[src/rtl/mpe_pkg.sv]
// shared types, constants and tables for the pose-to-euler-and-velocity block
package mpe_pkg;

    localparam int CORDIC_ITERATIONS = 16;
    localparam int CIT_W = $clog2(CORDIC_ITERATIONS + 1);
    localparam int ATAN_IDX_W = 5;

    localparam int TERM_W = 34;
    localparam int ANGLE_W = 16;
    localparam int NUM_W = 52;
    localparam int DEN_W = 48;
    localparam int DIV_CNT_W = $clog2(NUM_W);

    localparam logic signed [TERM_W-1:0] ONE_Q28 = 34'sd268435456;
    localparam logic signed [TERM_W-1:0] PI_Q29 = 34'sd1686629713;
    localparam logic [19:0] MIN_INTERVAL_RESET = 20'd8000;
    localparam logic [19:0] MIN_INTERVAL_ONE = 20'd1;
    localparam logic signed [29:0] USEC_PER_SEC = 30'sd1000000;

    localparam logic [29:0] ATAN_TAB [32] = '{
        30'd421657428, 30'd248918915, 30'd131521918, 30'd66762579, 30'd33510843,
        30'd16771758, 30'd8387925, 30'd4194219, 30'd2097141, 30'd1048575,
        30'd524288, 30'd262144, 30'd131072, 30'd65536, 30'd32768, 30'd16384,
        30'd8192, 30'd4096, 30'd2048, 30'd1024, 30'd512, 30'd256, 30'd128,
        30'd64, 30'd32, 30'd16, 30'd8, 30'd4, 30'd2, 30'd1, 30'd0, 30'd0
    };

    typedef struct packed {
        logic [47:0]        timestamp_us;
        logic signed [31:0] pos_x;
        logic signed [31:0] pos_y;
        logic signed [31:0] pos_z;
        logic signed [15:0] quat_w;
        logic signed [15:0] quat_x;
        logic signed [15:0] quat_y;
        logic signed [15:0] quat_z;
    } mpe_in_t;

    typedef struct packed {
        logic [47:0]        rel_time_us;
        logic signed [15:0] roll;
        logic signed [15:0] pitch;
        logic signed [15:0] yaw;
        logic signed [31:0] vel_x;
        logic signed [31:0] vel_y;
        logic signed [31:0] vel_z;
    } mpe_out_t;

endpackage

[src/rtl/mpe_div.sv]
// bit-serial restoring divider, one quotient bit per cycle
module mpe_div
    import mpe_pkg::*;
(
    input  logic             clk,
    input  logic             rst_n,
    input  logic             start,
    input  logic [NUM_W-1:0] num,
    input  logic [DEN_W-1:0] den,
    output logic             done,
    output logic [NUM_W-1:0] quo
);

    logic                 busy_reg;
    logic                 done_reg;
    logic [DIV_CNT_W-1:0] cnt_reg;
    logic [DEN_W-1:0]     rem_reg;
    logic [DEN_W-1:0]     den_reg;
    logic [NUM_W-1:0]     quo_reg;
    logic [DEN_W:0]       trial;
    logic                 fits;

    always_comb
    begin
        trial = {rem_reg, quo_reg[NUM_W-1]};
        fits = (trial >= {1'b0, den_reg});
    end

    assign done = done_reg;
    assign quo = quo_reg;

    always_ff @(posedge clk or negedge rst_n)
    begin
        if (!rst_n)
        begin
            busy_reg <= 1'b0;
            done_reg <= 1'b0;
            cnt_reg  <= '0;
        end
        else
        begin
            done_reg <= !start && busy_reg && (cnt_reg == DIV_CNT_W'(NUM_W - 1));
            if (start)
            begin
                busy_reg <= 1'b1;
                cnt_reg  <= '0;
            end
            else if (busy_reg)
            begin
                cnt_reg <= cnt_reg + 1'b1;
                if (cnt_reg == DIV_CNT_W'(NUM_W - 1))
                begin
                    busy_reg <= 1'b0;
                end
            end
        end
    end

    always_ff @(posedge clk)
    begin
        if (start)
        begin
            rem_reg <= '0;
            den_reg <= den;
            quo_reg <= num;
        end
        else if (busy_reg)
        begin
            if (fits)
            begin
                rem_reg <= DEN_W'(trial - {1'b0, den_reg});
            end
            else
            begin
                rem_reg <= trial[DEN_W-1:0];
            end
            quo_reg <= {quo_reg[NUM_W-2:0], fits};
        end
    end

endmodule

[config.mk]
export PLATFORM = sky130hd
export DESIGN_NAME = mpe_div
export DESIGN_NICKNAME = d
export VERILOG_FILES = /design/src/rtl/mpe_pkg.sv /design/src/rtl/mpe_div.sv
export SDC_FILE = /design/constraint.sdc
export NUM_CORES = 1
export LEC_CHECK = 0
export ABC_AREA = 0
export BUFFER_PORTS_ARGS = -buffer_cell sky130_fd_sc_hd__buf_2
export CORE_MARGIN = 2
export CORE_UTILIZATION = 50
export CTS_BUF_LIST = sky130_fd_sc_hd__clkbuf_4 sky130_fd_sc_hd__clkbuf_8
export DETAILED_ROUTE_END_ITERATION = 8
export PLACE_DENSITY = 0.72
export SYNTH_ARGS = -nofsm -noshare
export SYNTH_HDL_FRONTEND = slang
export SYNTH_SLANG_ARGS = --single-unit
[constraint.sdc]
create_clock -name clk -period 5.9 [get_ports clk]
set_input_delay 0.59 -clock clk [delete_from_list [all_inputs] [get_ports clk]]
set_output_delay 0.59 -clock clk [all_outputs]
set_load 0.02 [all_outputs]
==> results of run 1 <==
-- cells by family (layout without fill, tap and decap cells) --
logic type | after synthesis | after routing
adder cells (fa/ha/maj) | 50 | 50
XOR/XNOR | 41 | 41
buffers and inverters | 114 | 257
AO/OA/AOI/OAI | 245 | 245
AND/OR/NAND/NOR | 219 | 219
flip-flops | 156 | 156
multiplexers | 68 | 68
-- worst paths after layout --
path	start	endpoint	slack (ns)	depth (start not counted)
setup reg to reg	den_reg[41]	rem_reg[42]	2.34	11
hold reg to reg	rem_reg[34]	rem_reg[34]	0.49	2
min in group asynchronous	rst_n	cnt_reg[3]	0.47	2
setup / recovery	den_reg[41]	rem_reg[42]	2.34	11
hold / removal	den[13]	den_reg[13]	0.28	1
max in group asynchronous	rst_n	busy_reg	5.23	2
-- per-stage QoR --
step,hold WS [ns],util [%]
6_report,0.279,57.9
2_1_floorplan,0.294,-
4_1_cts,0.253,57.9
3_3_place_gp,0.441,55.8
3_5_place_dp,0.439,55.8
5_1_grt,0.252,57.9
-- layer usage --
metal / GRT usage, % / share of wire [%]
met2: 34.2 / 47
met1: 28.5 / 46
met4: 7.84 / 2.1
met3: 4.92 / 4.4
met5: 0 / 0
-- critical path: cells and delay by family (launching register included) --
| kind | cells | cell delay [ns] |
|---|---|---|
| buffers and inverters | 2 | 0.29 |
| adder cells (fa/ha/maj) | 1 | 0.51 |
| AO/OA/AOI/OAI | 2 | 0.35 |
| AND/OR/NAND/NOR | 6 | 1.95 |
| flip-flops | 1 | 0.34 |
-- final cells by class --
cell class | count | area [um2] | area share (%)
inverter | 63 | 236 | 2.29
sequential | 156 | 4170 | 40.3
multi-input combinational | 623 | 4430 | 42.9
clock buffer | 17 | 234 | 2.26
tap | 229 | 287 | 2.77
timing repair buffer | 162 | 837 | 8.10
clock inverter | 15 | 146 | 1.42
-- synth_stat cells (30+ instances only) --
master / instances
sky130_fd_sc_hd__nor2_1: 86
sky130_fd_sc_hd__dfxtp_1: 48
sky130_fd_sc_hd__nand2_1: 43
sky130_fd_sc_hd__xnor2_1: 30
sky130_fd_sc_hd__clkbuf_1: 41
sky130_fd_sc_hd__a21oi_1: 76
sky130_fd_sc_hd__a211oi_1: 36
sky130_fd_sc_hd__mux2_2: 51
sky130_fd_sc_hd__inv_1: 63
sky130_fd_sc_hd__ha_1: 49
sky130_fd_sc_hd__edfxtp_1: 100
sky130_fd_sc_hd__o21ai_0: 35
-- power breakdown --
group / switching (mW) / total [mW] / internal [mW]
Combinational: 0.509 / 0.866 / 0.358
Clock: 0.478 / 0.795 / 0.317
Sequential: 0.0660 / 1.35 / 1.28
Total: 1.05 / 3.01 / 1.96
==> impl_summary.md, run 1 <==
Yosys
The share of synthesized flip-flops with an asynchronous set or reset is under 10%. The top flip-flop cell by instance count after synthesis is sky130_fd_sc_hd__edfxtp_1. The number of enable-type register cells in the synthesized netlist is 100. The number of cells produced by synthesis is about 900.

The post-synthesis xor/xnor area fraction is under 10%. By area the synthesized netlist is led by sky130_fd_sc_hd__edfxtp_1, sky130_fd_sc_hd__dfxtp_1, sky130_fd_sc_hd__ha_1, sky130_fd_sc_hd__mux2_2, sky130_fd_sc_hd__a21oi_1. The post-synthesis cell type count is 74. In this run the mean area of a mapped cell was 10.1 um2. The synthesis warning total is 0.

The synthesized flop and latch total is between 150 and 200. The synthesized netlist net count is about 1000. The post-synthesis share of cell area spent on and, or, nand and nor gates is 12.0%. The synthesized netlist devotes 7.01% of its cell area to adder and majority cells. The synthesized netlist devotes between 10% and 20% of its cell area to compound gates. Summing every instance area after synthesis gives 9040 um2. The share of the Yosys chip area taken by registers is 46.1%. The portion of synthesized area spent on multiplexers is approximately 8.3%.

The combinational family with the most area after synthesis is compound AO/OA/AOI/OAI gates. After synthesis, the largest area contributor takes up 33.2% of total cell area. The synthesized design spends more area on one cell type than any other, namely sky130_fd_sc_hd__edfxtp_1.

Clocking
CTS built an H-tree with a depth of 4. The later-pin clock latency in the skew report is approximately 0.48 ns. The maximum number of buffers from clock root to sink is 2. The TritonCTS clock tree is built. The register clock-pin slew on the reported worst setup and hold paths is ~0.10 ns. The post-CTS repair timing setup buffer count is 0. Clock tree synthesis selected as its root buffer the cell sky130_fd_sc_hd__clkbuf_8. The total of hold buffers inserted after clock tree synthesis is 1. The TritonCTS buffer count is 17. Post-CTS repair changed the size of 0 cells. The CTS sink count is 156.

Timing
The maximum clock skew at final layout is 0.0192 ns. The number of hold violations in the final report was 0. Timing would allow up to about 280 MHz.

The slew at the pin closest to its max-slew limit is 1.09 ns. The number of pins exceeding their max-slew limit in the final report is 0. The time the final worst path needs with I/O delays and setup is 3.56 ns. Headroom to the max-slew limit came out at 27.1%.

The sum of negative setup slack is 0 ns. Setup violations remaining at the end of the flow were counted as 0. The final setup slack of the worst path is around 2.3 ns.

Setup repair after global routing left no endpoint under its margin. In the finished design, the share of the clock period the worst path needs comes to 60.3%.

Layout
After filler insertion, the fill cell instance count of the layout stands at roughly 1600. The number of flip-flops under the largest register name is 52. The number of antenna repair diodes is 0. In the layout the commonest cells are sky130_fd_sc_hd__buf_2, sky130_fd_sc_hd__edfxtp_1, sky130_fd_sc_hd__nor2_1. The design area is 10300 um2. The layout net count is 1176. Leaving out fill and tap cells, the most frequent cell in the layout is sky130_fd_sc_hd__buf_2. Leaving out filler cells and counting taps, the final layout contains 1265.

In the final layout, the share of cells above drive strength 1 is 25.0%. Relative to the synthesized area, the layout overhead comes to 14.4%.

Power
The power density over the cells is between 200 and 300 nW/um2. IR analysis of the VDD net gives a maximum drop of ~0.00016 V. Summed over all cells, the static leakage comes to around 4.5 nW. The power after layout is 3.01 mW.

Detailed routing
The DRC marker count from the first detailed-route iteration is between 500 and 600. The routed design has 20.6 mm of wire. The via density per instance is 5.61. Summing over every cut layer, the via total after detailed routing is about 7100. After detailed routing, the average wire length per cell comes to 16.3 um. Once detail routing completed, the nets flagged for antenna violations numbered 0. The pre-antenna-repair detailed-routing pass consisted of 5 iterations. In the routed design, unresolved DRC markers number 0.

GRT
The overall global routing resource usage is 21.3%. The initial antenna violation count was 0. The wire length of the first global-routing pass is 33.2 mm. For this run the aggregate overflow at the end of global routing stands at 0.

Entering global routing, the biggest net connects 81 pins. The via count of the first global-routing pass is 6659.

Die
The area of the core is 17800 um2. The initial core utilization is 50.7%. The die is between 100 and 150 um tall.

The width of the die is 138 um. The die area is 19200 um2. The initialized floorplan defines 49 standard-cell rows. During I/O placement, the number of pins put on the boundary was 156.

Worst setup path
The slowest stage of the critical path belongs to the cell sky130_fd_sc_hd__or4_4. The data required time of the worst path is 6.28 ns. The data arrival time at the worst-slack endpoint is 3.94 ns.

The delay of the slowest cell on the worst path is 0.56 ns. The kind of start point of the critical path is a register. STA classifies the critical path endpoint as a register. The critical path goes through inv_1, ha_1, nand4_4, nor2_2, nand3_1, or4_4, nor4_4, a21oi_4, buf_4, or4_1, a311oi_2. By startpoint and endpoint, the worst setup path is classified as reg -> reg. The worst-path maximum fanout is 26.

Place
Summing all placed instances gives a cell area of just under 10000 um2. Routability-driven placement finished with a final weighted congestion of 0.927. Once placement completed, the tool counted placed cells totaling 1232. Prior to clock tree synthesis, the placed netlist has a worst setup slack of ~2.4 ns.

The count of input and output buffers is between 150 and 200. The half-perimeter wire length after placement is 14.8 mm.

Run status
The flow ran to the end, and the final reports show no timing, DRC or antenna violations.

Min path
In this run the worst hold path is classified as in -> reg.

Run
The tool flagged a number of max-cap violations equal to 0.
Power figures use the tool's default switching activity.
==> inputs of run 2 (changes only) <==
--- a/config.mk
+++ b/config.mk
@@ -11,7 +11,7 @@
 export CORE_UTILIZATION = 50
 export CTS_BUF_LIST = sky130_fd_sc_hd__clkbuf_4 sky130_fd_sc_hd__clkbuf_8
 export DETAILED_ROUTE_END_ITERATION = 8
-export PLACE_DENSITY = 0.72
+export PLACE_DENSITY = 0.75
 export SYNTH_ARGS = -nofsm -noshare
 export SYNTH_HDL_FRONTEND = slang
 export SYNTH_SLANG_ARGS = --single-unit
==> constraint.sdc (replaced) <==
create_clock -name clk -period 3 [get_ports clk]
set_input_delay 0.3 -clock clk [delete_from_list [all_inputs] [get_ports clk]]
set_output_delay 0.3 -clock clk [all_outputs]
set_load 0.02 [all_outputs]
==> run 2 against run 1 <==
  * Design area increased by 14%
  * Critical path depth increased by 2
  * Critical endpoint is now rem_reg[41]
  * Worst hold slack got worse by 0.25 ns
  * Sequential cell count unchanged
  * Worst setup slack got worse by 2.3 ns
  * Largest power group unchanged
  * First-iteration DRC count decreased by 12%
  * Sequential share of layout area decreased by 5.1 points
  * Fmax increased by 20%
  * Critical path type unchanged
  * Via count increased by 8.8%
  * Core utilization increased by 8.4 points
  * Power increased by 110%
==> impl_summary.md, run 2 (same netlist as run 1, synthesis figures left out) <==
Power
Across the VDD grid, the largest voltage drop is 0.000347 V. The power density over the cells is 544 nW/um2. For this design the static power due to leakage is 5.25 nW. The power after layout is 6.44 mW.

Layout
After the last flow step, the layout net total stands at 1305. The count of filler cells inserted in the layout is ~1400. The library cell used most frequently in the layout, excluding fill and tap cells, is sky130_fd_sc_hd__buf_2. 0 antenna diodes ended up in the layout. Compared with the post-synthesis result, the final layout area differs by 30.9%. The ratio of cells with drive above 1 in the final layout is between 30% and 40%. The register with the most flip-flops in the layout has 52 of them. In the final layout, the multi-input gates occupy 4740 um2.

In the layout the commonest cells are sky130_fd_sc_hd__buf_2, sky130_fd_sc_hd__edfxtp_1, sky130_fd_sc_hd__nor2_1. The area occupied by registers is 4170 um2.

Timing
Setup repair after global routing could not meet its margin everywhere. Timing would allow up to 336 MHz. The clock arrives with 0.0148 ns of skew.

The number of pins exceeding their max-slew limit in the final report was 0. The worst slew margin relative to its limit is between 50% and 60%. The time the final worst path needs with I/O delays and setup is 2.98 ns.

The final setup slack of the worst path is 0.0216 ns. The number of hold violations in the final report is 0. For the pin with the worst max-slew slack, the measured transition is 0.688 ns. Setup violations remaining at the end of the flow were counted as 0. The final critical-path share of the clock period is 99.3%.

GRT
The met1 routing resource usage after global routing is 31.1%. The wire length of the first global-routing pass is 36.2 mm. For this run, global-route usage on met2 was measured as 38.2%. Global routing used 4.40% of the available met3 tracks. Global routing used 23.0% of the available tracks across all layers. The maximum number of pins on one net before global-route repair is 100. The initial antenna violation count came to 0. The via count of the first global-routing pass is 7438. met2 is the most crowded layer. The total congestion overflow is 0.

Worst setup path
The data arrival time at the worst-slack endpoint is 3.31 ns. For the worst flop-to-flop path, the logic depth is 13. The register-to-register path setup slack is 0.02 ns. The critical register-to-register path endpoint is rem_reg[41]. On the critical path, the stage with the largest delay is an instance of sky130_fd_sc_hd__or4b_1. The worst setup path is launched from a register. The worst setup path is of the reg -> reg kind. Walking the worst path, the cells encountered are inv_2, ha_4, nor2b_1, o31a_1, nor2_2, o21ai_2, a41oi_2, buf_4, o2111ai_1, nand2_1, or4b_1, o21ai_1, o32ai_1. The worst setup path is captured at a register. Along the worst path, the maximum fanout reaches 3. The start of the worst register-to-register path is den_reg[1].

In this design, the largest share of critical-path delay is due to simple AND/OR/NAND/NOR gates. Together, buffers and inverters on the worst path number 2. The largest single stage delay on the critical path is between 0.5 and 0.6 ns. For the worst setup path, the data required time is 3.33 ns.

Die
The die boundary height is 138 um. The die covers about 19000 um2. In this run the core area contains 49 standard-cell rows. The floorplan step defined a core boundary enclosing roughly 18000 um2. The number of top-level design ports is between 150 and 200. The width of the die is 138 um.

The initial core utilization is 50.7%.

Detailed routing
The routed layout has 7724 vias. After detailed routing, the number of vias per cell comes to 5.54. The iteration count of the initial detailed-routing pass is 6. The number of design rule violations left after detail routing is 0. The DRC marker count from the first detailed-route iteration is 500. The detail route stage leaves a number of antenna-violating nets equal to 0. The final routed wirelength across all metal layers is 22.6 mm. The wire length per cell after detailed routing is 16.2 um.

Place
Detailed placement ended at an HPWL of between 15 and 20 mm. The placer's final routability congestion estimate is between 0.9 and 1. At the placement stage, the worst setup path has a slack of -0.142 ns.

Buffers placed on the I/O ports in this run total between 150 and 200.

Min path
The worst hold path belongs to the class in -> reg. The startpoint identified for the worst hold timing path is den[6]. For hold timing, the worst endpoint is den_reg[6]. Counting instances, the worst hold path has a depth of 1.

Clocking
The clock net in this run drives a total of 156 sinks. The TritonCTS clock tree is built. The H-tree generated during clock tree synthesis spans 4 levels. Clock-pin slew was measured on the worst setup and hold paths at 0.09 ns. The maximum number of buffers from clock root to sink is 2.

At the later pin of the worst-skew pair, clock insertion delay measures 0.47 ns. The root buffer cell chosen for the clock tree is sky130_fd_sc_hd__clkbuf_8. The TritonCTS buffer count is 17.

Run
Across the run, the number of max-cap violations was 0.

Run status
The run finished with clean final reports.
## run 2: how the worst max path moves through the flow
stage | from | endpoint | slack (ns) | cells after the start
finish | den_reg[1] | rem_reg[41] | 0.02 | 13
global placement | den_reg[29] | rem_reg[41] | -0.20 | 13
global route | den_reg[1] | rem_reg[41] | -0.13 | 14
detailed placement | quo[51] | rem_reg[32] | -0.14 | 15
CTS | den_reg[1] | rem_reg[25] | -0.009 | 12
floorplan | quo[51] | rem_reg[42] | 0.004 | 12
## run 2: worst reg2reg max path, stage by stage (launching register included)
cell	delay, ns
sky130_fd_sc_hd__edfxtp_1	0.47
sky130_fd_sc_hd__inv_2	0.07
sky130_fd_sc_hd__ha_4	0.27
sky130_fd_sc_hd__nor2b_1	0.17
sky130_fd_sc_hd__o31a_1	0.19
sky130_fd_sc_hd__nor2_2	0.05
sky130_fd_sc_hd__o21ai_2	0.15
sky130_fd_sc_hd__a41oi_2	0.16
sky130_fd_sc_hd__buf_4	0.18
sky130_fd_sc_hd__o2111ai_1	0.23
sky130_fd_sc_hd__nand2_1	0.18
sky130_fd_sc_hd__or4b_1	0.54
sky130_fd_sc_hd__o21ai_1	0.09
sky130_fd_sc_hd__o32ai_1	0.09
## run 2: report_power, final
part | internal [mW] | switching [mW] | total [mW]
sequential | 2.52 | 0.134 | 2.65
clock | 0.702 | 0.898 | 1.60
combinational | 1.03 | 1.16 | 2.18
## run 2: metrics by stage
stage,TNS (ns),utilization [%],hold slack (ns),cell area (um2),instances
after floorplan,0,-,0.00441,9050,893
after global placement,-1.67,58.9,0.150,10500,1302
after detailed placement,-0.680,58.9,0.153,10500,1302
after CTS,-0.0142,64.2,0.00668,11500,1386
after global routing,-2.96,66.3,0.0157,11800,1394
final,0,66.3,0.0262,11800,1394
## run 2: layout make-up
class	count	share of cell area, %
clock buffers	18	2.04
clock inverters	14	1.26
inverters	63	2.00
multi-input cells	624	40.1
flip-flops and latches	156	35.2
well taps	229	2.42
repair buffers	290	17.0
## run 2: timing repair
action | 4_1_cts | 5_1_grt
hold endpoints to repair | 54 | 0
hold buffers | 47 | 0
setup endpoints to repair | 29 | 49
resized for setup | 10 | 56
pin swaps | 4 | 23
setup buffers | 4 | 7
cloned | 1 | 2
## run 2: routing by layer
| layer | part of all wire [%] | up-vias |
|---|---|---|
| met1 | 45 | 3682 |
| met5 | 0 | - |
| met3 | 4.0 | 43 |
| met2 | 49 | 190 |
| li1 | - | 3809 |
| met4 | 1.9 | 0 |
