`src/rtl/mpe_pkg.sv`:
```
// shared types, constants and tables for the pose-to-euler-and-velocity block
package mpe_pkg;

    localparam int CORDIC_ITERATIONS = 16;
    localparam int CIT_W = $clog2(CORDIC_ITERATIONS + 1);
    localparam int ATAN_IDX_W = 5;

    localparam int TERM_W = 34;
    localparam int ANGLE_W = 16;
    localparam int NUM_W = 52;
    localparam int DEN_W = 48;
    localparam int DIV_CNT_W = $clog2(NUM_W);

    localparam logic signed [TERM_W-1:0] ONE_Q28 = 34'sd268435456;
    localparam logic signed [TERM_W-1:0] PI_Q29 = 34'sd1686629713;
    localparam logic [19:0] MIN_INTERVAL_RESET = 20'd8000;
    localparam logic [19:0] MIN_INTERVAL_ONE = 20'd1;
    localparam logic signed [29:0] USEC_PER_SEC = 30'sd1000000;

    localparam logic [29:0] ATAN_TAB [32] = '{
        30'd421657428, 30'd248918915, 30'd131521918, 30'd66762579, 30'd33510843,
        30'd16771758, 30'd8387925, 30'd4194219, 30'd2097141, 30'd1048575,
        30'd524288, 30'd262144, 30'd131072, 30'd65536, 30'd32768, 30'd16384,
        30'd8192, 30'd4096, 30'd2048, 30'd1024, 30'd512, 30'd256, 30'd128,
        30'd64, 30'd32, 30'd16, 30'd8, 30'd4, 30'd2, 30'd1, 30'd0, 30'd0
    };

    typedef struct packed {
        logic [47:0]        timestamp_us;
        logic signed [31:0] pos_x;
        logic signed [31:0] pos_y;
        logic signed [31:0] pos_z;
        logic signed [15:0] quat_w;
        logic signed [15:0] quat_x;
        logic signed [15:0] quat_y;
        logic signed [15:0] quat_z;
    } mpe_in_t;

    typedef struct packed {
        logic [47:0]        rel_time_us;
        logic signed [15:0] roll;
        logic signed [15:0] pitch;
        logic signed [15:0] yaw;
        logic signed [31:0] vel_x;
        logic signed [31:0] vel_y;
        logic signed [31:0] vel_z;
    } mpe_out_t;

endpackage

```
`src/rtl/mpe_cordic.sv`:
```
// iterative vectoring cordic, one micro-rotation per cycle, angle out in q3.13
module mpe_cordic
    import mpe_pkg::*;
(
    input  logic                     clk,
    input  logic                     rst_n,
    input  logic                     start,
    input  logic signed [TERM_W-1:0] y_in,
    input  logic signed [TERM_W-1:0] x_in,
    output logic                     done,
    output logic signed [ANGLE_W-1:0] angle
);

    localparam int CW = 38;
    localparam int ZW = 34;

    logic                  busy_reg;
    logic                  done_reg;
    logic [CIT_W-1:0]      it_reg;
    logic signed [CW-1:0]  x_reg;
    logic signed [CW-1:0]  y_reg;
    logic signed [ZW-1:0]  z_reg;
    logic signed [CW-1:0]  x_in_e;
    logic signed [CW-1:0]  y_in_e;
    logic signed [CW-1:0]  dx;
    logic signed [CW-1:0]  dy;
    logic [ATAN_IDX_W-1:0] sh;
    logic signed [ZW-1:0]  tab;
    logic signed [ZW:0]    z_round;
    logic signed [ZW-16:0] z_q;

    always_comb
    begin
        x_in_e = CW'(x_in);
        y_in_e = CW'(y_in);
        sh = ATAN_IDX_W'(it_reg);
        dx = x_reg >>> sh;
        dy = y_reg >>> sh;
        tab = $signed({4'b0, ATAN_TAB[sh]});
        z_round = (ZW+1)'(z_reg) + 35'sd32768;
        z_q = z_round[ZW:16];
        if (z_q > 19'sd32767)
        begin
            angle = 16'sh7fff;
        end
        else if (z_q < -19'sd32768)
        begin
            angle = 16'sh8000;
        end
        else
        begin
            angle = z_q[15:0];
        end
    end

    assign done = done_reg;

    always_ff @(posedge clk or negedge rst_n)
    begin
        if (!rst_n)
        begin
            busy_reg <= 1'b0;
            done_reg <= 1'b0;
            it_reg   <= '0;
        end
        else
        begin
            done_reg <= start ? (x_in == '0 && y_in == '0)
                              : (busy_reg && it_reg == CIT_W'(CORDIC_ITERATIONS - 1));
            if (start)
            begin
                it_reg   <= '0;
                busy_reg <= !(x_in == '0 && y_in == '0);
            end
            else if (busy_reg)
            begin
                it_reg <= it_reg + 1'b1;
                if (it_reg == CIT_W'(CORDIC_ITERATIONS - 1))
                begin
                    busy_reg <= 1'b0;
                end
            end
        end
    end

    always_ff @(posedge clk)
    begin
        if (start)
        begin
            if (x_in < 0)
            begin
                x_reg <= -x_in_e;
                y_reg <= -y_in_e;
                z_reg <= (y_in >= 0) ? PI_Q29 : -PI_Q29;
            end
            else
            begin
                x_reg <= x_in_e;
                y_reg <= y_in_e;
                z_reg <= '0;
            end
        end
        else if (busy_reg)
        begin
            if (y_reg > 0)
            begin
                x_reg <= x_reg + dy;
                y_reg <= y_reg - dx;
                z_reg <= z_reg + tab;
            end
            else
            begin
                x_reg <= x_reg - dy;
                y_reg <= y_reg + dx;
                z_reg <= z_reg - tab;
            end
        end
    end

endmodule

```
`config.mk`:
```
export PLATFORM = sky130hd
export DESIGN_NAME = mpe_cordic
export DESIGN_NICKNAME = d
export VERILOG_FILES = /design/src/rtl/mpe_pkg.sv /design/src/rtl/mpe_cordic.sv
export SDC_FILE = /design/constraint.sdc
export NUM_CORES = 1
export LEC_CHECK = 0
export ABC_AREA = 1
export ABC_CLOCK_PERIOD_IN_PS = 7800
export BUFFER_PORTS_ARGS = -buffer_cell sky130_fd_sc_hd__clkbuf_2
export CORE_UTILIZATION = 45
export DETAILED_ROUTE_END_ITERATION = 8
export SLEW_MARGIN = 20
export SYNTH_ARGS = -nofsm -noshare
export SYNTH_HDL_FRONTEND = slang
export SYNTH_SLANG_ARGS = --single-unit
```
`constraint.sdc`:
```
create_clock -name clk -period 7.8 [get_ports clk]
set_clock_uncertainty 0.1 [all_clocks]
set_input_delay 0.78 -clock clk [delete_from_list [all_inputs] [get_ports clk]]
set_output_delay 0.78 -clock clk [all_outputs]
set_load 0.01 [all_outputs]
```
==> results of run 1 <==
[through the flow]
| stage | hold WS [ns] | instance area (um2) | setup slack [ns] |
|---|---|---|---|
| finish | 0.04331 | 21730 | 0.9980 |
| global route | 0.04378 | 21730 | 0.6656 |
| CTS | 0.01243 | 21730 | 1.378 |
| detailed placement | 0.5297 | 21130 | 1.401 |
| global placement | 0.5203 | 21130 | 1.498 |
| floorplan | 0.3844 | 20380 | 3.255 |
[critical path: cells and delay by family (launching register included)]
kind / cells / cell delay (ns)
AO/OA/AOI/OAI: 9 / 2.16
AND/OR/NAND/NOR: 12 / 2.12
buffers and inverters: 3 / 0.83
adder cells (fa/ha/maj): 2 / 0.50
flip-flops: 1 / 0.41
XOR/XNOR: 1 / 0.38
[final cells by class]
class	count	area (um2)
Multi-Input combinational cell	2934	15000
Sequential cell	117	3483
Clock buffer	17	425.4
Tap cell	592	740.7
Inverter	348	1309
Fill cell	4845	22680
Clock inverter	15	177.7
Timing Repair Buffer	108	595.6
[cells in the mapped netlist (all sizes together) (14+ instances only)]
cell / count
nor4: 23
inv: 347
buf: 81
nor3: 66
o211ai: 14
nor2: 348
o21ai: 247
xnor2: 40
ha: 125
a31oi: 38
clkbuf: 47
nand4: 41
nand3: 483
xor2: 87
edfxtp: 110
a21oi: 232
o22ai: 19
nand2: 1061
[logic make-up (layout without fill, tap and decap cells)]
family	Yosys count	count (layout)	synth area share
and+or+nand+nor	2053	2053	0.4307
adders and majority gates	128	128	0.07967
xor gates and xnor gates	127	127	0.05457
AOI/OAI and AO/OA	626	626	0.1706
buffers and inverters	476	488	0.09385
DFF	117	117	0.1706
[worst max path at each step]
stage	from	to	slack [ns]	cells after the start
final	it_reg[1]	x_reg[32]	1.0	27
after global routing	it_reg[2]	y_reg[36]	0.67	28
after CTS	it_reg[1]	x_reg[32]	1.38	27
after detailed placement	it_reg[1]	x_reg[32]	1.40	27
after global placement	it_reg[1]	x_reg[32]	1.50	27
after floorplan	it_reg[1]	z_reg[33]	3.25	32
[per-layer routing]
layer | wire length (um) | part of all wire | GRT usage
met4 | 2758 | 0.034 | 0.1290
met3 | 6694 | 0.082 | 0.06964
met5 | 0 | 0 | 0
met2 | 34530 | 0.42 | 0.5227
met1 | 37370 | 0.46 | 0.4898
[placed cells by master, fill, tap and decap left out, drive strengths merged, types with 3 or more instances in the layout]
| cell | netlist | final |
|---|---|---|
| o21bai | 9 | 9 |
| a21oi | 232 | 232 |
| xnor2 | 40 | 40 |
| o22ai | 19 | 19 |
| fa | 3 | 3 |
| inv | 347 | 350 |
| o21ai | 247 | 247 |
| o221ai | 8 | 8 |
| clkinv | 1 | 7 |
| bufinv | 0 | 3 |
| nand3b | 7 | 7 |
| nand3 | 483 | 483 |
| nor2 | 348 | 348 |
| nor4 | 23 | 23 |
| o2bb2ai | 3 | 3 |
| o21a | 10 | 10 |
| dfrtp | 7 | 7 |
| o31ai | 10 | 10 |
| o211ai | 14 | 14 |
| nand4 | 41 | 41 |
| buf | 81 | 22 |
| ha | 125 | 125 |
| a21o | 13 | 13 |
| clkbuf | 47 | 103 |
| nor3 | 66 | 66 |
| a41oi | 3 | 3 |
| nor3b | 5 | 5 |
| and2 | 5 | 5 |
| a221oi | 4 | 4 |
| edfxtp | 110 | 110 |
| nand2 | 1061 | 1061 |
| clkinvlp | 0 | 3 |
| xor2 | 87 | 87 |
| a31oi | 38 | 38 |
| a21boi | 7 | 7 |
| or2 | 9 | 9 |
==> qor.yml, run 1 <==
sta:
  period_needed_ns: 6.802
  fin_crit_sh: 0.8721
  hold_viol: 0
  rsz0062_at_grt: "no"
  drv_slew: 0
  max-slew-margin-rel: 0.1976
  fmax_mhz: 147.0
  worst_pin_slew_ns: 1.193
  setup_violations: 0
  setup_tns_ns: 0
floorplanning:
  die_w_um: 214.8
  dieArea_um2: 46150
  row_count: 77
  pin_count: 88
  fp.coreArea_um2: 44410
  die_h_um: 214.8
  initial_core_util: 0.4590
drt:
  first_iter_violations: 2780
  drc: 0
  antenna_left: 0
  num_vias: 24300
  dr.pass1.iters: 6
  routed_wl_um: 81360
  wl_per_cell_um: 19.69
  viasPerCell: 5.881
setup_path:
  r2r_end: "x_reg[32]"
  critPathArrivalTime_ns: 6.92
  cp-start-kind: "flip-flop"
  cpPeakStageDelay_ns: 0.64
  crit_fanout: 71
  r2r_slack_ns: 1.0
  cp_data_required_time_ns: 7.92
  reg2reg_from: "it_reg[1]"
  path_class: "reg -> reg"
  end_kind: "flip-flop"
  r2r_cells: 27
  path_common_cell: "nand2_1"
  crit_slowest_cell: "nor2_2"
clocking:
  postCtsHoldBufs: 0
  cts_buffers: 17
  tritoncts: "built"
  insertion_delay_ns: 0.50
  clockBufferDepth: 2
  cts_resized: 0
  ctsHtreeMaxLevel: 4
  clk_pin_slew_ns: 0.07
  cts_setup_buffers: 0
  root_buffer: "clkbuf_16"
  cts.sink_count: 117
place:
  dp_hpwl_um: 65790
  place.gp.congestion: 1.027
  dp_cells: 4099
  io_buffer_count: 87
grt:
  grt_antenna_before_repair: 0
  gr-total-overflow: 0
  grt_pass1_wl_um: 125200
  grt_max_degree: 89
  grt_pass1_vias: 21910
  track_usage: 0.3485
min_path:
  hp-class: "in -> async"
synth:
  synth_cell_type_count: 60
  syn-cell-area_um2: 20380
  ys_seq_elements: 117
  syn_inst: 3527
  yosys_warnings: 0
  ys_seq_area_frac: 0.1706
  syn_nets: 3726
  synth-async-reset-ratio: 0.05983
  yosysTopAreaCell: "nand2_1"
  avgSynthCellArea_um2: 5.780
  synth_top_area_frac: 0.1943
  synth_edf_count: 110
  ys_top_cells_by_area: "nand2_1, edfxtp_1, nand3_1"
  ys.flop_type: "edfxtp_1"
layout:
  drive_above_1_share: 0.05651
  finish.utilization: 0.4894
  nets: 3725
  areaGrowthSynthToFinish_pct: 6.623
  final_cells: 4131
  n_antenna_cell: 0
outcome:
  status: "finished clean"
run:
  max-cap-violations: 0
Power of run 1 is not shown: default switching activity piles up to over one toggle a cycle in this logic, so the estimate is an artifact.
==> run 2: changes to the inputs <==
--- a/config.mk
+++ b/config.mk
@@ -10,6 +10,7 @@
 export BUFFER_PORTS_ARGS = -buffer_cell sky130_fd_sc_hd__clkbuf_2
 export CORE_UTILIZATION = 45
 export DETAILED_ROUTE_END_ITERATION = 8
+export RECOVER_POWER = 25
 export SLEW_MARGIN = 20
 export SYNTH_ARGS = -nofsm -noshare
 export SYNTH_HDL_FRONTEND = slang
==> qor.yml, run 2 (same netlist as run 1, synthesis figures left out) <==
layout:
  most-common-layout-cells: "nand2_1, nand3_1, inv_1"
  finish.utilization: 0.4892
  nets: 3725
  num-fill-cells: 4842
  layout_commonest_cell: "nand2_1"
  drive_above_1_share: 0.05538
  areaGrowthSynthToFinish_pct: 6.586
  n_antenna_cell: 0
  design_area_um2: 21730
sta:
  period_needed_ns: 6.895
  hold_viol: 0
  fmax_mhz: 145.0
  drv_slew: 161
  max-slew-margin-rel: -1.041
  setup_violations: 0
  rsz0062_at_grt: "no"
  worst_pin_slew_ns: 3.044
  fin_crit_sh: 0.8839
  setup_tns_ns: 0
place:
  place.gp.congestion: 1.027
  place_area_um2: 21130
  dp_hpwl_um: 65790
  io_buffer_count: 87
floorplanning:
  die_w_um: 214.8
  dieArea_um2: 46150
  initial_core_util: 0.4590
  die_h_um: 214.8
  row_count: 77
  pin_count: 88
  fp.coreArea_um2: 44410
grt:
  grt_pass1_vias: 21910
  grt_antenna_before_repair: 0
  grt_max_degree: 89
  gr-total-overflow: 0
  grt_pass1_wl_um: 125200
  track_usage: 0.3485
setup_path:
  crit_family: "simple AND/OR/NAND/NOR gates"
  crit_fanout: 52
  cpPeakStageDelay_ns: 1.31
  cp-start-kind: "flip-flop"
  crit_slowest_cell: "inv_1"
  end_kind: "flip-flop"
  cp_data_required_time_ns: 7.92
  cp.buffers_inverters: 4
  path_common_cell: "nand2_1"
  path_class: "reg -> reg"
  critPathArrivalTime_ns: 7.01
clocking:
  cts.sink_count: 117
  tritoncts: "built"
  cts_setup_buffers: 0
  insertion_delay_ns: 0.50
  cts_resized: 0
  clk_pin_slew_ns: 0.07
  postCtsHoldBufs: 0
  clockBufferDepth: 2
  ctsHtreeMaxLevel: 4
  cts_buffers: 17
  root_buffer: "clkbuf_16"
drt:
  antenna_left: 0
  dr.pass1.iters: 7
  wl_per_cell_um: 19.72
  drc: 0
  num_vias: 24330
  viasPerCell: 5.890
  routed_wl_um: 81460
  first_iter_violations: 2784
run:
  max-cap-violations: 3
outcome:
  violations: "capacitance limit, slew limit"
  status: "finished, violations left"
min_path:
  hp-class: "in -> async"
==> run 2: cell types whose count changed in the layout (fill, tap and decap cells not counted), sizes merged <==
cell,change
inv,-1
buf,-1
clkbuf,+1
clkinvlp,+1
==> run 2: routing by layer <==
metal	vias up	GRT usage	wire, um
met1	11310	0.4898	37380
met3	122	0.06964	6743
met5	-	0	0
li1	11900	-	-
met2	997	0.5227	34610
met4	0	0.1290	2729
==> run 2: cell type report <==
type | instances | area (um2) | share of cell area
clock inverters | 15 | 177.7 | 0.008177
repair buffers | 108 | 589.3 | 0.02712
clock buffers | 17 | 425.4 | 0.01958
well taps | 592 | 740.7 | 0.03409
multi-input cells | 2934 | 15000 | 0.6905
flip-flops and latches | 117 | 3483 | 0.1603
inverters | 348 | 1308 | 0.06018
==> run 2: per-stage QoR <==
stage | hold slack, ns | std cells | setup WS [ns]
6_report | 0.1422 | 4131 | 0.9052
5_1_grt | 0.1623 | 4131 | 0.4279
4_1_cts | 0.01243 | 4131 | 1.378
3_5_place_dp | 0.5297 | 4099 | 1.401
3_3_place_gp | 0.5203 | 4099 | 1.498
2_1_floorplan | 0.3844 | 3527 | 3.255
==> run 2: final timing paths <==
check	startpoint	endpoint	slack, ns	cells after the start
worst max-delay path	it_reg[3]	x_reg[32]	0.91	27
worst min-delay path	rst_n	done	0.14	1
worst max register to register	it_reg[3]	x_reg[32]	0.91	27
worst min register to register	busy_reg	it_reg[0]	0.53	2
max in group asynchronous	rst_n	it_reg[4]	7.05	1
min in group clk	x_in[0]	x_reg[0]	0.50	3
==> run 2: worst reg2reg max path, delay by kind of cell (launching register included) <==
kind / cells / cell delay, ns
AOI/OAI and AO/OA: 5 / 1.39
xor gates and xnor gates: 1 / 0.17
adders and majority gates: 2 / 0.57
buffers and inverters: 4 / 1.77
DFF: 1 / 0.59
and+or+nand+nor: 15 / 2.03
Power of run 2 is left out for the same reason.
==> run 3: changes to the inputs <==
--- a/config.mk
+++ b/config.mk
@@ -9,6 +9,7 @@
 export ABC_CLOCK_PERIOD_IN_PS = 7800
 export BUFFER_PORTS_ARGS = -buffer_cell sky130_fd_sc_hd__clkbuf_2
 export CORE_UTILIZATION = 45
+export CTS_BUF_LIST = sky130_fd_sc_hd__clkbuf_2
 export DETAILED_ROUTE_END_ITERATION = 8
 export RECOVER_POWER = 25
 export SLEW_MARGIN = 20
==> qor.yml, run 3 (same netlist as run 1, synthesis figures left out) <==
grt:
  grt_max_degree: 89
  track_usage: 0.3500
  grt_antenna_before_repair: 1
  gr-total-overflow: 0
  grt_pass1_wl_um: 125700
  grt_pass1_vias: 22080
setup_path:
  end_kind: "flip-flop"
  critPathArrivalTime_ns: 7.41
  cpPeakStageDelay_ns: 0.64
  worstSetupStartpoint: "it_reg[1]"
  reg2reg_from: "it_reg[1]"
  crit_family: "simple AND/OR/NAND/NOR gates"
  r2r_cells: 27
  cp_num_cells: 27
  r2r_slack_ns: 1.07
  path_class: "reg -> reg"
  cp.buffers_inverters: 3
  endpoint: "x_reg[32]"
  cp-start-kind: "flip-flop"
  r2r_end: "x_reg[32]"
  crit_fanout: 71
  crit_slowest_cell: "nor2_2"
  cp_data_required_time_ns: 8.48
  path_common_cell: "nand2_1"
layout:
  areaGrowthSynthToFinish_pct: 7.077
  num-fill-cells: 4824
  nets: 3768
  most-common-layout-cells: "nand2_1, nand3_1, inv_1"
  finish.utilization: 0.4915
  layout_commonest_cell: "nand2_1"
  drive_above_1_share: 0.05556
sta:
  period_needed_ns: 6.735
  setup_violations: 0
  fin_crit_sh: 0.8634
  hold_viol: 0
  worst_pin_slew_ns: 3.063
  setup_tns_ns: 0
  max-slew-margin-rel: -1.053
  rsz0062_at_grt: "no"
  drv_slew: 62
  fmax_mhz: 148.5
outcome:
  violations: "capacitance limit, slew limit"
  status: "finished, violations left"
clocking:
  ctsHtreeMaxLevel: 4
  tritoncts: "built"
  clockBufferDepth: 2
  cts_setup_buffers: 0
  cts_buffers: 17
  clk_pin_slew_ns: 0.23
  insertion_delay_ns: 1.02
  root_buffer: "clkbuf_2"
  cts.sink_count: 117
run:
  max-cap-violations: 1
drt:
  drc: 0
  dr.pass1.iters: 6
  first_iter_violations: 2829
  num_vias: 24520
  viasPerCell: 5.872
  wl_per_cell_um: 19.60
  antenna_left: 0
  routed_wl_um: 81840
floorplanning:
  dieArea_um2: 46150
  die_h_um: 214.8
  pin_count: 88
  die_w_um: 214.8
  row_count: 77
  initial_core_util: 0.4590
  fp.coreArea_um2: 44410
min_path:
  worstHoldStart: "y_in[14]"
  hp-class: "in -> reg"
place:
  place.gp.congestion: 1.027
  dp_hpwl_um: 65790
  io_buffer_count: 87
## run 3: area by class of cell
cell class / count / area, um2 / share of cell area
Clock inverter: 15 / 177.7 / 0.008140
Tap cell: 592 / 740.7 / 0.03394
Antenna cell: 2 / 5.005 / 0.0002293
Timing Repair Buffer: 151 / 1025 / 0.04695
Sequential cell: 117 / 3483 / 0.1596
Inverter: 348 / 1308 / 0.05990
Clock buffer: 17 / 85.08 / 0.003898
Multi-Input combinational cell: 2934 / 15000 / 0.6874
## run 3: what timing repair did
item,in CTS,in global routing
gates resized for setup,0,0
hold buffers,43,0
setup endpoints to repair,0,0
hold endpoints to repair,48,0
## run 3: through the flow
step                hold WS [ns]  cells  area (um2)  setup WS, ns
global placement          0.5203   4099       21130         1.498
global route              0.1365   4175       21820        0.6932
detailed placement        0.5297   4099       21130         1.401
finish                    0.1604   4176       21830         1.065
floorplan                 0.3844   3527       20380         3.255
CTS                     0.001282   4174       21820         1.396
## run 3: worst min-delay path by stage
stage | to | slack, ns | cells after the start
5_1_grt | y_reg[30] | 0.14 | 3
3_5_place_dp | it_reg[2] | 0.53 | 2
2_1_floorplan | busy_reg | 0.38 | 0
4_1_cts | x_reg[3] | 0.001 | 4
6_report | y_reg[14] | 0.16 | 3
3_3_place_gp | it_reg[2] | 0.52 | 2
## run 3: per-layer routing
metal / vias to the layer above / global-route usage / part of all wire
met2: 1027 / 0.5279 / 0.43
met5: - / 0 / 0
met1: 11390 / 0.4924 / 0.46
met3: 124 / 0.06723 / 0.083
met4: 0 / 0.1262 / 0.033
li1: 11980 / - / -
## run 3: worst min-delay path, cell delays in order
cell	delay (ns)
clkbuf_2	0.12
a21oi_1	0.05
o21ai_0	0.18
Power of run 3 is left out for the same reason.
